File: src/hdl/kfn_pkg.sv
// ----------------------------------------------------------------------------
// kfn_pkg
// shared types, constants and key layer tables for the fn layer report builder
// ----------------------------------------------------------------------------
package kfn_pkg;

    localparam int REPORT_SLOTS = 6;
    localparam int KEY_SLOTS    = 6;
    localparam int QUEUE_DEPTH  = 2;
    localparam int CAPS_BEATS   = 3;

    localparam logic [7:0] CAPS_KEY_CODE = 8'h39;
    localparam logic [7:0] CHAR_ONE      = 8'h31;
    localparam logic [7:0] CHAR_BANG     = 8'h21;
    localparam logic [7:0] CHAR_TWO      = 8'h32;
    localparam logic [7:0] CHAR_AT       = 8'h40;

    typedef enum logic
    {
        CMD_REPORT = 1'b0,
        CMD_CAPS   = 1'b1
    } cmd_kind_t;

    typedef logic [KEY_SLOTS-1:0][7:0] key_row_t;

    typedef struct packed
    {
        cmd_kind_t  kind;
        logic [3:0] mods;
        key_row_t   keys;
        logic       caps;
        logic       cursor;
    } cmd_t;

    // {hit, mapped}
    function automatic logic [8:0] fn_lookup(input logic [7:0] code);
        logic [8:0] r;
        case (code)
            8'h35:   r = {1'b1, 8'h29};
            8'h2A:   r = {1'b1, 8'h4C};
            8'h22:   r = {1'b1, 8'h3E};
            8'h23:   r = {1'b1, 8'h3F};
            8'h24:   r = {1'b1, 8'h40};
            8'h25:   r = {1'b1, 8'h41};
            8'h26:   r = {1'b1, 8'h42};
            8'h27:   r = {1'b1, 8'h43};
            8'h31:   r = {1'b1, 8'h49};
            8'h34:   r = {1'b1, 8'h46};
            default: r = {1'b0, code};
        endcase
        return r;
    endfunction

    function automatic logic [8:0] nav_lookup(input logic [7:0] code);
        logic [8:0] r;
        case (code)
            8'h33:   r = {1'b1, 8'h52};
            8'h37:   r = {1'b1, 8'h51};
            8'h36:   r = {1'b1, 8'h50};
            8'h38:   r = {1'b1, 8'h4F};
            8'h2d:   r = {1'b1, 8'h4A};
            8'h2f:   r = {1'b1, 8'h4D};
            8'h2e:   r = {1'b1, 8'h4B};
            8'h30:   r = {1'b1, 8'h4E};
            default: r = {1'b0, code};
        endcase
        return r;
    endfunction

endpackage

File: src/hdl/kfn_front.sv
// ----------------------------------------------------------------------------
// kfn_front
// accepts key events, keeps the caps and cursor flags, classifies and remaps
// ----------------------------------------------------------------------------
module kfn_front
(
    input  logic                clk,
    input  logic                rst_n,
    input  logic                in_valid,
    output logic                in_stall,
    input  logic                mode,
    input  logic [3:0]          modifier_flags,
    input  logic                fn_held,
    input  logic                has_char,
    input  logic [7:0]          first_char,
    input  logic [3:0]          key_count,
    input  kfn_pkg::key_row_t   scan_codes,
    output logic                cmd_valid,
    input  logic                cmd_stall,
    output kfn_pkg::cmd_t       cmd
);

    logic caps_reg;
    logic caps_next;
    logic cursor_reg;
    logic cursor_next;
    logic accept;
    logic is_caps;
    logic is_cursor;
    logic blank;
    logic [8:0] fn_hit;
    logic [8:0] nav_hit;
    kfn_pkg::key_row_t mapped;

    assign accept    = in_valid && !cmd_stall;
    assign in_stall  = cmd_stall;
    assign cmd_valid = in_valid;

    assign is_caps   = !mode && fn_held && has_char
                       && (first_char == kfn_pkg::CHAR_ONE || first_char == kfn_pkg::CHAR_BANG);
    assign is_cursor = !mode && fn_held && has_char
                       && (first_char == kfn_pkg::CHAR_TWO || first_char == kfn_pkg::CHAR_AT);
    assign blank     = mode || is_caps || is_cursor;

    always_comb
    begin
        mapped  = '0;
        fn_hit  = '0;
        nav_hit = '0;
        for (int i = 0; i < kfn_pkg::REPORT_SLOTS; i++)
        begin
            fn_hit  = kfn_pkg::fn_lookup(scan_codes[i]);
            nav_hit = kfn_pkg::nav_lookup(scan_codes[i]);
            if (4'(i) < key_count)
            begin
                if (fn_held)
                begin
                    mapped[i] = fn_hit[8] ? fn_hit[7:0] : nav_hit[7:0];
                end
                else if (cursor_reg)
                begin
                    mapped[i] = nav_hit[7:0];
                end
                else
                begin
                    mapped[i] = scan_codes[i];
                end
            end
        end
    end

    always_comb
    begin
        cmd.kind   = is_caps ? kfn_pkg::CMD_CAPS : kfn_pkg::CMD_REPORT;
        cmd.mods   = blank ? 4'd0 : modifier_flags;
        cmd.keys   = blank ? '0 : mapped;
        cmd.caps   = caps_reg ^ is_caps;
        cmd.cursor = cursor_reg ^ is_cursor;
    end

    assign caps_next   = caps_reg ^ (accept && is_caps);
    assign cursor_next = cursor_reg ^ (accept && is_cursor);

    always_ff @(posedge clk or negedge rst_n)
    begin
        if (!rst_n)
        begin
            caps_reg   <= 1'b0;
            cursor_reg <= 1'b0;
        end
        else
        begin
            caps_reg   <= caps_next;
            cursor_reg <= cursor_next;
        end
    end

endmodule

File: src/hdl/kfn_queue.sv
// ----------------------------------------------------------------------------
// kfn_queue
// short command queue between the front and the back
// ----------------------------------------------------------------------------
module kfn_queue
(
    input  logic           clk,
    input  logic           rst_n,
    input  logic           wr_valid,
    output logic           wr_stall,
    input  kfn_pkg::cmd_t  wr_data,
    output logic           rd_valid,
    input  logic           rd_stall,
    output kfn_pkg::cmd_t  rd_data
);

    localparam int PTR_W = $clog2(kfn_pkg::QUEUE_DEPTH);
    localparam int CNT_W = $clog2(kfn_pkg::QUEUE_DEPTH + 1);

    kfn_pkg::cmd_t slot_reg [kfn_pkg::QUEUE_DEPTH];
    logic [PTR_W-1:0] wr_ptr_reg;
    logic [PTR_W-1:0] wr_ptr_next;
    logic [PTR_W-1:0] rd_ptr_reg;
    logic [PTR_W-1:0] rd_ptr_next;
    logic [CNT_W-1:0] count_reg;
    logic [CNT_W-1:0] count_next;
    logic push;
    logic pop;

    assign wr_stall = (count_reg == CNT_W'(kfn_pkg::QUEUE_DEPTH));
    assign rd_valid = (count_reg != '0);
    assign rd_data  = slot_reg[rd_ptr_reg];
    assign push     = wr_valid && !wr_stall;
    assign pop      = rd_valid && !rd_stall;

    always_comb
    begin
        wr_ptr_next = wr_ptr_reg;
        rd_ptr_next = rd_ptr_reg;
        if (push)
        begin
            wr_ptr_next = (wr_ptr_reg == PTR_W'(kfn_pkg::QUEUE_DEPTH - 1)) ? '0
                          : wr_ptr_reg + PTR_W'(1);
        end
        if (pop)
        begin
            rd_ptr_next = (rd_ptr_reg == PTR_W'(kfn_pkg::QUEUE_DEPTH - 1)) ? '0
                          : rd_ptr_reg + PTR_W'(1);
        end
        count_next = count_reg + CNT_W'(push) - CNT_W'(pop);
    end

    always_ff @(posedge clk)
    begin
        if (push)
        begin
            slot_reg[wr_ptr_reg] <= wr_data;
        end
    end

    always_ff @(posedge clk or negedge rst_n)
    begin
        if (!rst_n)
        begin
            wr_ptr_reg <= '0;
            rd_ptr_reg <= '0;
            count_reg  <= '0;
        end
        else
        begin
            wr_ptr_reg <= wr_ptr_next;
            rd_ptr_reg <= rd_ptr_next;
            count_reg  <= count_next;
        end
    end

endmodule

File: src/hdl/kfn_back.sv
// ----------------------------------------------------------------------------
// kfn_back
// expands commands into report beats and holds the output register
// ----------------------------------------------------------------------------
module kfn_back
(
    input  logic                clk,
    input  logic                rst_n,
    input  logic                cmd_valid,
    output logic                cmd_stall,
    input  kfn_pkg::cmd_t       cmd,
    output logic                out_valid,
    input  logic                out_stall,
    output logic [3:0]          report_modifiers,
    output kfn_pkg::key_row_t   report_keys,
    output logic                caps_lock_on,
    output logic                cursor_mode_on,
    output logic                last_of_run
);

    localparam int BEAT_W = $clog2(kfn_pkg::CAPS_BEATS);

    kfn_pkg::cmd_t    cur_reg;
    logic             valid_reg;
    logic             valid_next;
    logic [BEAT_W-1:0] beat_reg;
    logic [BEAT_W-1:0] beat_next;
    logic fire;
    logic last;
    logic load;
    logic is_caps;

    assign is_caps   = (cur_reg.kind == kfn_pkg::CMD_CAPS);
    assign last      = !is_caps || (beat_reg == BEAT_W'(kfn_pkg::CAPS_BEATS - 1));
    assign fire      = valid_reg && !out_stall;
    assign load      = cmd_valid && (!valid_reg || (fire && last));
    assign cmd_stall = !(!valid_reg || (fire && last));

    always_comb
    begin
        valid_next = valid_reg;
        beat_next  = beat_reg;
        if (load)
        begin
            valid_next = 1'b1;
            beat_next  = '0;
        end
        else if (fire && !last)
        begin
            beat_next = beat_reg + BEAT_W'(1);
        end
        else if (fire)
        begin
            valid_next = 1'b0;
        end
    end

    always_ff @(posedge clk)
    begin
        if (load)
        begin
            cur_reg <= cmd;
        end
    end

    always_ff @(posedge clk or negedge rst_n)
    begin
        if (!rst_n)
        begin
            valid_reg <= 1'b0;
            beat_reg  <= '0;
        end
        else
        begin
            valid_reg <= valid_next;
            beat_reg  <= beat_next;
        end
    end

    always_comb
    begin
        report_keys = cur_reg.keys;
        if (is_caps)
        begin
            report_keys = '0;
            if (beat_reg == '0)
            begin
                report_keys[0] = kfn_pkg::CAPS_KEY_CODE;
            end
        end
    end

    assign out_valid        = valid_reg;
    assign report_modifiers = cur_reg.mods;
    assign caps_lock_on     = cur_reg.caps;
    assign cursor_mode_on   = cur_reg.cursor;
    assign last_of_run      = last;

endmodule

File: src/hdl/keyboard_fn_layer_hid_report_builder_top.sv
// ----------------------------------------------------------------------------
// keyboard_fn_layer_hid_report_builder_top
// builds hid keyboard reports from key events with an fn layer
//
//   channel   direction  handshake            beat
//   events    in         in_valid / in_stall  one key event
//   reports   out        out_valid / out_stall one hid report
//
// an ordinary event gives one report and the block takes one event per cycle while the queue is not full
// a caps lock toggle gives three reports from the back end
// a two-entry queue lets events enter while the back end plays out a toggle
// rst_n clears both flags, the queue and the output valid flag at once
// ----------------------------------------------------------------------------
module keyboard_fn_layer_hid_report_builder_top
(
    input  logic       clk,
    input  logic       rst_n,
    input  logic       in_valid,
    output logic       in_stall,
    input  logic       mode,
    input  logic [3:0] modifier_flags,
    input  logic       fn_held,
    input  logic       has_char,
    input  logic [7:0] first_char,
    input  logic [3:0] key_count,
    input  logic [7:0] scan_code_0,
    input  logic [7:0] scan_code_1,
    input  logic [7:0] scan_code_2,
    input  logic [7:0] scan_code_3,
    input  logic [7:0] scan_code_4,
    input  logic [7:0] scan_code_5,
    output logic       out_valid,
    input  logic       out_stall,
    output logic [3:0] report_modifiers,
    output logic [7:0] report_key_0,
    output logic [7:0] report_key_1,
    output logic [7:0] report_key_2,
    output logic [7:0] report_key_3,
    output logic [7:0] report_key_4,
    output logic [7:0] report_key_5,
    output logic       caps_lock_on,
    output logic       cursor_mode_on,
    output logic       last_of_run
);

    kfn_pkg::key_row_t scan_codes;
    kfn_pkg::key_row_t report_keys;
    kfn_pkg::cmd_t     front_cmd;
    kfn_pkg::cmd_t     back_cmd;
    logic front_valid;
    logic front_stall;
    logic back_valid;
    logic back_stall;

    assign scan_codes[0] = scan_code_0;
    assign scan_codes[1] = scan_code_1;
    assign scan_codes[2] = scan_code_2;
    assign scan_codes[3] = scan_code_3;
    assign scan_codes[4] = scan_code_4;
    assign scan_codes[5] = scan_code_5;

    kfn_front u_front
    (
        .clk            (clk),
        .rst_n          (rst_n),
        .in_valid       (in_valid),
        .in_stall       (in_stall),
        .mode           (mode),
        .modifier_flags (modifier_flags),
        .fn_held        (fn_held),
        .has_char       (has_char),
        .first_char     (first_char),
        .key_count      (key_count),
        .scan_codes     (scan_codes),
        .cmd_valid      (front_valid),
        .cmd_stall      (front_stall),
        .cmd            (front_cmd)
    );

    kfn_queue u_queue
    (
        .clk      (clk),
        .rst_n    (rst_n),
        .wr_valid (front_valid),
        .wr_stall (front_stall),
        .wr_data  (front_cmd),
        .rd_valid (back_valid),
        .rd_stall (back_stall),
        .rd_data  (back_cmd)
    );

    kfn_back u_back
    (
        .clk              (clk),
        .rst_n            (rst_n),
        .cmd_valid        (back_valid),
        .cmd_stall        (back_stall),
        .cmd              (back_cmd),
        .out_valid        (out_valid),
        .out_stall        (out_stall),
        .report_modifiers (report_modifiers),
        .report_keys      (report_keys),
        .caps_lock_on     (caps_lock_on),
        .cursor_mode_on   (cursor_mode_on),
        .last_of_run      (last_of_run)
    );

    assign report_key_0 = report_keys[0];
    assign report_key_1 = report_keys[1];
    assign report_key_2 = report_keys[2];
    assign report_key_3 = report_keys[3];
    assign report_key_4 = report_keys[4];
    assign report_key_5 = report_keys[5];

endmodule

File: config.mk
export PLATFORM = sky130hd
export DESIGN_NAME = keyboard_fn_layer_hid_report_builder_top
export DESIGN_NICKNAME = d
export VERILOG_FILES = /design/src/hdl/kfn_pkg.sv /design/src/hdl/kfn_front.sv /design/src/hdl/kfn_queue.sv /design/src/hdl/kfn_back.sv /design/src/hdl/keyboard_fn_layer_hid_report_builder_top.sv
export SDC_FILE = /design/constraint.sdc
export NUM_CORES = 1
export LEC_CHECK = 0
export CORE_ASPECT_RATIO = 0.6
export CORE_MARGIN = 5
export CORE_UTILIZATION = 45
export CTS_BUF_LIST = sky130_fd_sc_hd__clkbuf_8 sky130_fd_sc_hd__clkbuf_16
export DETAILED_ROUTE_END_ITERATION = 8
export DONT_BUFFER_PORTS = 1
export PLACE_DENSITY = 0.71
export SYNTH_ARGS = -nofsm -noshare
export SYNTH_HDL_FRONTEND = slang
export SYNTH_SLANG_ARGS = --single-unit
File: constraint.sdc
create_clock -name clk -period 4.9 [get_ports clk]
set_clock_uncertainty 0.05 [all_clocks]
set_input_delay 0.735 -clock clk [delete_from_list [all_inputs] [get_ports clk]]
set_output_delay 0.735 -clock clk [all_outputs]
set_load 0.02 [all_outputs]
# Word level (Yosys, flattened, before mapping)
# Memories as Yosys holds them, arrays and structs flattened. A register that Yosys moved wholly into a read port is not among the register bits.
# Cells that the tools add are included.
dict set report totals {
  input_bits 71
  memories 1
  ramBits 110
  register_bits 9
  word_cells 216
  output_inout_bits 57
}
dict set report op_classes {
  bitwise 4
  n_lt_le_gt_ge 6
  addsub 5
  n_eq_ne 115
  n_mux 50
  n_reduce_logical 28
}
# name words width rd rd_clocked_by_memory_dff wr line_no
set memory_table {}
lappend memory_table {u_queue.slot_reg 2 55 1 1 1 kfn_queue.sv:20} ;# kfn_pkg::cmd_t slot_reg [kfn_pkg::QUEUE_DEPTH];
# cell count
set ops {}
lappend ops {{8-bit by 6-bit == test with 1-bit output, second input constant} 111}
lappend ops {{9-bit one-hot mux with 10 select lines} 6}
lappend ops {{8-bit one-hot mux with 8 select lines} 6}
lappend ops {{8-bit 2-to-1 mux} 24}
lappend ops {{48-bit 2-to-1 mux} 2}
lappend ops {{1-bit logical AND} 11}
lappend ops {{8-bit by 7-bit == test with 1-bit output, second input constant} 1}
lappend ops {{1-bit by 4-bit less-than comparator with 1-bit output, first input constant} 2}
lappend ops {{2-bit by 4-bit less-than comparator with 1-bit output, first input constant} 2}
lappend ops {{3-bit by 4-bit less-than comparator with 1-bit output, first input constant} 2}
lappend ops {{1-bit 2-to-1 mux} 8}
lappend ops {{1-bit logical NOT} 6}
lappend ops {{1-bit logical OR} 6}
lappend ops {{6-bit 2-to-1 mux} 1}
lappend ops {{2-bit nonzero test} 3}
lappend ops {{2-bit == test, second input constant} 2}
lappend ops {{2-bit 2-to-1 mux} 2}
lappend ops {{4-bit 2-to-1 mux} 1}
lappend ops {{1-bit XOR} 4}
lappend ops {{1-bit adder, second input constant} 2}
lappend ops {{2-bit by 1-bit adder with 2-bit output} 1}
lappend ops {{2-bit by 1-bit adder with 2-bit output, second input constant} 1}
lappend ops {{2-bit logical NOT} 1}
lappend ops {{2-bit inequality test, second input constant} 1}
lappend ops {{2 further kinds} 2}

# Logic depth before layout (Yosys ltp)
dict set report depth {
  word_depth 7
  ltp_mapped 11
  ltp_nobuf 11
}

# Hierarchy
# From an unflattened synthesis, not the netlist that was laid out.
dict set report unflattened {
  hier_cells 967
  hier_area_um2 10497.6
}
# mod seq_area_each_um2 area_per_inst_um2 cells_per_inst n_inst
set by_module_without_submodules {}
lappend by_module_without_submodules {kfn_queue 3403.3 4341.7 189 1}
lappend by_module_without_submodules {kfn_front 50.0 3932.5 639 1}
lappend by_module_without_submodules {kfn_back 1726.7 2223.4 139 1}

# Worst setup path after synthesis
# No wires, ideal clock.
dict set report synth_timing {
  path_kind {in2reg}
  start {input port in_valid}
  end {memory u_queue.slot_reg[0][0] in the netlist's numbering (enable)}
  slack_ps 1221
  path_stages 2
  setup_ps 468
  t_arrival_ps 3161
  path_buffers 0
  required_ps 4382
  cell_sequence {nand2_1 > nor2_1}
}
dict set report synth_between {
  elab_chain_len 3
}
# item line_no
set synth_lines {}
lappend synth_lines {{from (decl)} keyboard_fn_layer_hid_report_builder_top.sv:18} ;# input logic in_valid,
lappend synth_lines {{1-bit logical AND} kfn_queue.sv:33} ;# assign push = wr_valid && !wr_stall;
lappend synth_lines {{1-bit 2-to-1 mux} kfn_queue.sv:55} ;# if (push)
lappend synth_lines {{1-bit 2-to-1 mux (not written as such)} kfn_queue.sv:57} ;# slot_reg[wr_ptr_reg] <= wr_data;
lappend synth_lines {{to (decl)} kfn_queue.sv:20}
# No other way between the ends.

==> results.yml <==
synthesis:
  synth_cell_types: 82
  synth_fp_nets: 1054
  synth.area.top_cells: "edfxtp_1, mux2_2, nor2b_1, o21ai_0, a21oi_1"
  synth-edff-count: 165
  ys_seq_elements: 174
  synthFlopType: "edfxtp_1"
  synth_cells: 979
  synthTopCellsByCount: "edfxtp_1, nor2b_1, clkbuf_1, o21ai_0, mux2_2"
  yosys.area.top_type: "edfxtp_1"
  async_flop_share: 0.05172
  seq_area_frac_synth: 0.4983
  synth_area_per_cell_um2: 10.62
  synth.top_cell.area_share: 0.4766
  yosysMostFrequentCell: "edfxtp_1"
  yosysWarnings: 0
  synth_area_um2: 10390
route:
  drt_first_pass_iters: 6
  vias: 7546
  via_per_inst: 6.051
  drtIter0Drc: 1099
  drcViolationCount: 0
  wl_per_cell_um: 20.11
  drt_wl_total_um: 25080
  ant_nets: 0
cells_and_area:
  final_cells: 1247
  final_core_util: 0.4844
  largest_register_ffs: 110
  drive_gt1_frac: 0.1352
  nets: 994
  area_growth_pct: 6.801
  n_fill_cell: 2059
  postLayoutCellArea_um2: 11100
  n_antenna_cell: 0
die:
  num_rows: 43
  die_h_um: 127.7
  pin_count: 128
  core_area_um2: 22920
  dieArea_um2: 26340
  start_util: 0.4535
  die_w_um: 206.2
pwr:
  power.leakage_nw: 3.727
  combPwrFrac: 0.268
  seqPwrFrac: 0.472
  p_int_mw: 3.428
  pwr-share-clk: 0.261
  p_total_mw: 5.143
  ir_worst_vdd_mv: 0.3030
  switching_share: 0.3334
  pwr_density_cell_nw_per_um2: 463.3
  p_sw_mw: 1.715
timing:
  fin_crit_sh: 0.5797
  final.setup.tns_ns: 0
  slew_viol_final: 0
  fmax_mhz: 352.0
  tightestPinTransition_ns: 0.9357
  timing.final.crit_period_ns: 2.841
  fin_ws_ns: 2.059
  slew-limit-headroom: 0.3714
  rsz0062_at_grt: "false"
  setup_viol: 0
  hold_slack_ns: 0.4368
  hold_viol_final: 0
setup_path:
  startpoint_type: "register"
  required_ns: 5.01
  critical_path_arrival_ns: 2.96
  endpoint_kind: "register"
  reg2reg_from: "u_front.cursor_reg$_DFF_PN0_"
  path_max_fanout: 21
  rr_worst_depth: 4
  reg2reg_slack_ns: 2.06
  r2r_end: "u_queue.slot_reg[1][4]$_DFFE_PP_"
  crit_type: "reg2reg"
global_routing:
  grt_pass1_wl_um: 39330
  antenna_found_initial: 1
  grt_usage: 0.1885
  grt_remaining_overflow: 0
  grt_pass1_vias: 6773
  grt_max_degree: 57
placement:
  dpl.hpwl_um: 16970
  place_congestion: 0.8878
  place_ws_ns: 2.062
  dp.cells: 1214
  placed_cell_area_um2: 10490
  portBuffers: 0
cts:
  cts_resized: 0
  cts_max_level: 4
  clkTransAtPathRegs_ns: 0.07
  tritoncts: "built"
  insertion_delay_ns: 0.44
  clock_path_buffers: 2
  numCtsBuffers: 17
  cts_sinks: 174
  cts_root_buf: "clkbuf_16"
worst_hold_path:
  holdPathEnd: "u_front.caps_reg$_DFF_PN0_"
  holdPathStages: 1
  min_path_type: "reg2reg"
  hold_start: "u_front.caps_reg$_DFF_PN0_"
status:
  status: "complete, no violations"
flow_run:
  maxCapViolations: 0
## cell families after synthesis
family          synth area share
simple gates              0.1879
compound gates            0.1785
flops                     0.4983
buf+inv                  0.04923
mux                      0.06945
xor+xnor                 0.01180
fa+ha+maj               0.004815
## area by class of cell
class | count | area [µm²] | share of cell area
clock buffers | 17 | 425.4 | 0.03832
clock inverters | 15 | 172.7 | 0.01555
inverters | 41 | 153.9 | 0.01386
multi-input cells | 677 | 4712 | 0.4244
flip-flops and latches | 174 | 5181 | 0.4667
well taps | 315 | 394.1 | 0.03550
repair buffers | 8 | 62.56 | 0.005635
## cell usage in the layout, fill, tap and decap left out, types with 14 or more instances in the layout
| cell | n |
|---|---|
| edfxtp_1 | 165 |
| nor2b_1 | 63 |
| o21ai_0 | 59 |
| mux2_2 | 57 |
| a21oi_1 | 53 |
| nand2_1 | 46 |
| inv_1 | 39 |
| nor2_1 | 36 |
| nor3_1 | 22 |
| nand3_1 | 21 |
| nand2b_1 | 19 |
| clkbuf_16 | 17 |
| a31oi_1 | 15 |
| nor3b_1 | 14 |
| and3_1 | 14 |
## power groups by stage
stage          clock [mW]  sequential [mW]  combinational (mW)
3_5_place_dp            0             2.46                1.39
6_report             1.34             2.43                1.38
4_1_cts              1.36             2.43                1.40
5_1_grt              1.43             2.47                1.50
3_3_place_gp            0             2.45                1.38
2_1_floorplan           0             2.34                1.22
## worst max path at each step
stage                                 start                          endpoint  slack (ns)
2_1_floorplan                      in_valid  u_queue.slot_reg[0][0]$_DFFE_PP_        1.22
3_3_place_gp   u_front.cursor_reg$_DFF_PN0_  u_queue.slot_reg[0][4]$_DFFE_PP_        2.16
3_5_place_dp   u_front.cursor_reg$_DFF_PN0_  u_queue.slot_reg[0][4]$_DFFE_PP_        2.06
4_1_cts        u_front.cursor_reg$_DFF_PN0_  u_queue.slot_reg[1][4]$_DFFE_PP_        2.07
5_1_grt        u_front.cursor_reg$_DFF_PN0_  u_queue.slot_reg[0][4]$_DFFE_PP_        1.92
6_report       u_front.cursor_reg$_DFF_PN0_  u_queue.slot_reg[1][4]$_DFFE_PP_        2.06
## layer usage
| layer | up-vias | GRT usage | share of wire |
|---|---|---|---|
| met5 | - | 0 | 0 |
| met4 | 0 | 0.03362 | 0.0077 |
| met3 | 18 | 0.05310 | 0.085 |
| met2 | 304 | 0.2594 | 0.42 |
| met1 | 3609 | 0.2974 | 0.48 |
| li1 | 3615 | - | - |
## what timing repair did
item / in CTS / in global routing
buffers inserted: 0 / 0
hold buffers: 1 / 0
endpoints found under the hold margin: 9 / 0
## worst max-delay path, stage by stage, from the launching register on
cell and delay (ns):
dfrtp_1 0.88, clkinv_1 0.71, or3_1 0.52, o311ai_0 0.31, a311oi_1 0.10
Note: power is estimated with default switching activity, not from simulation.
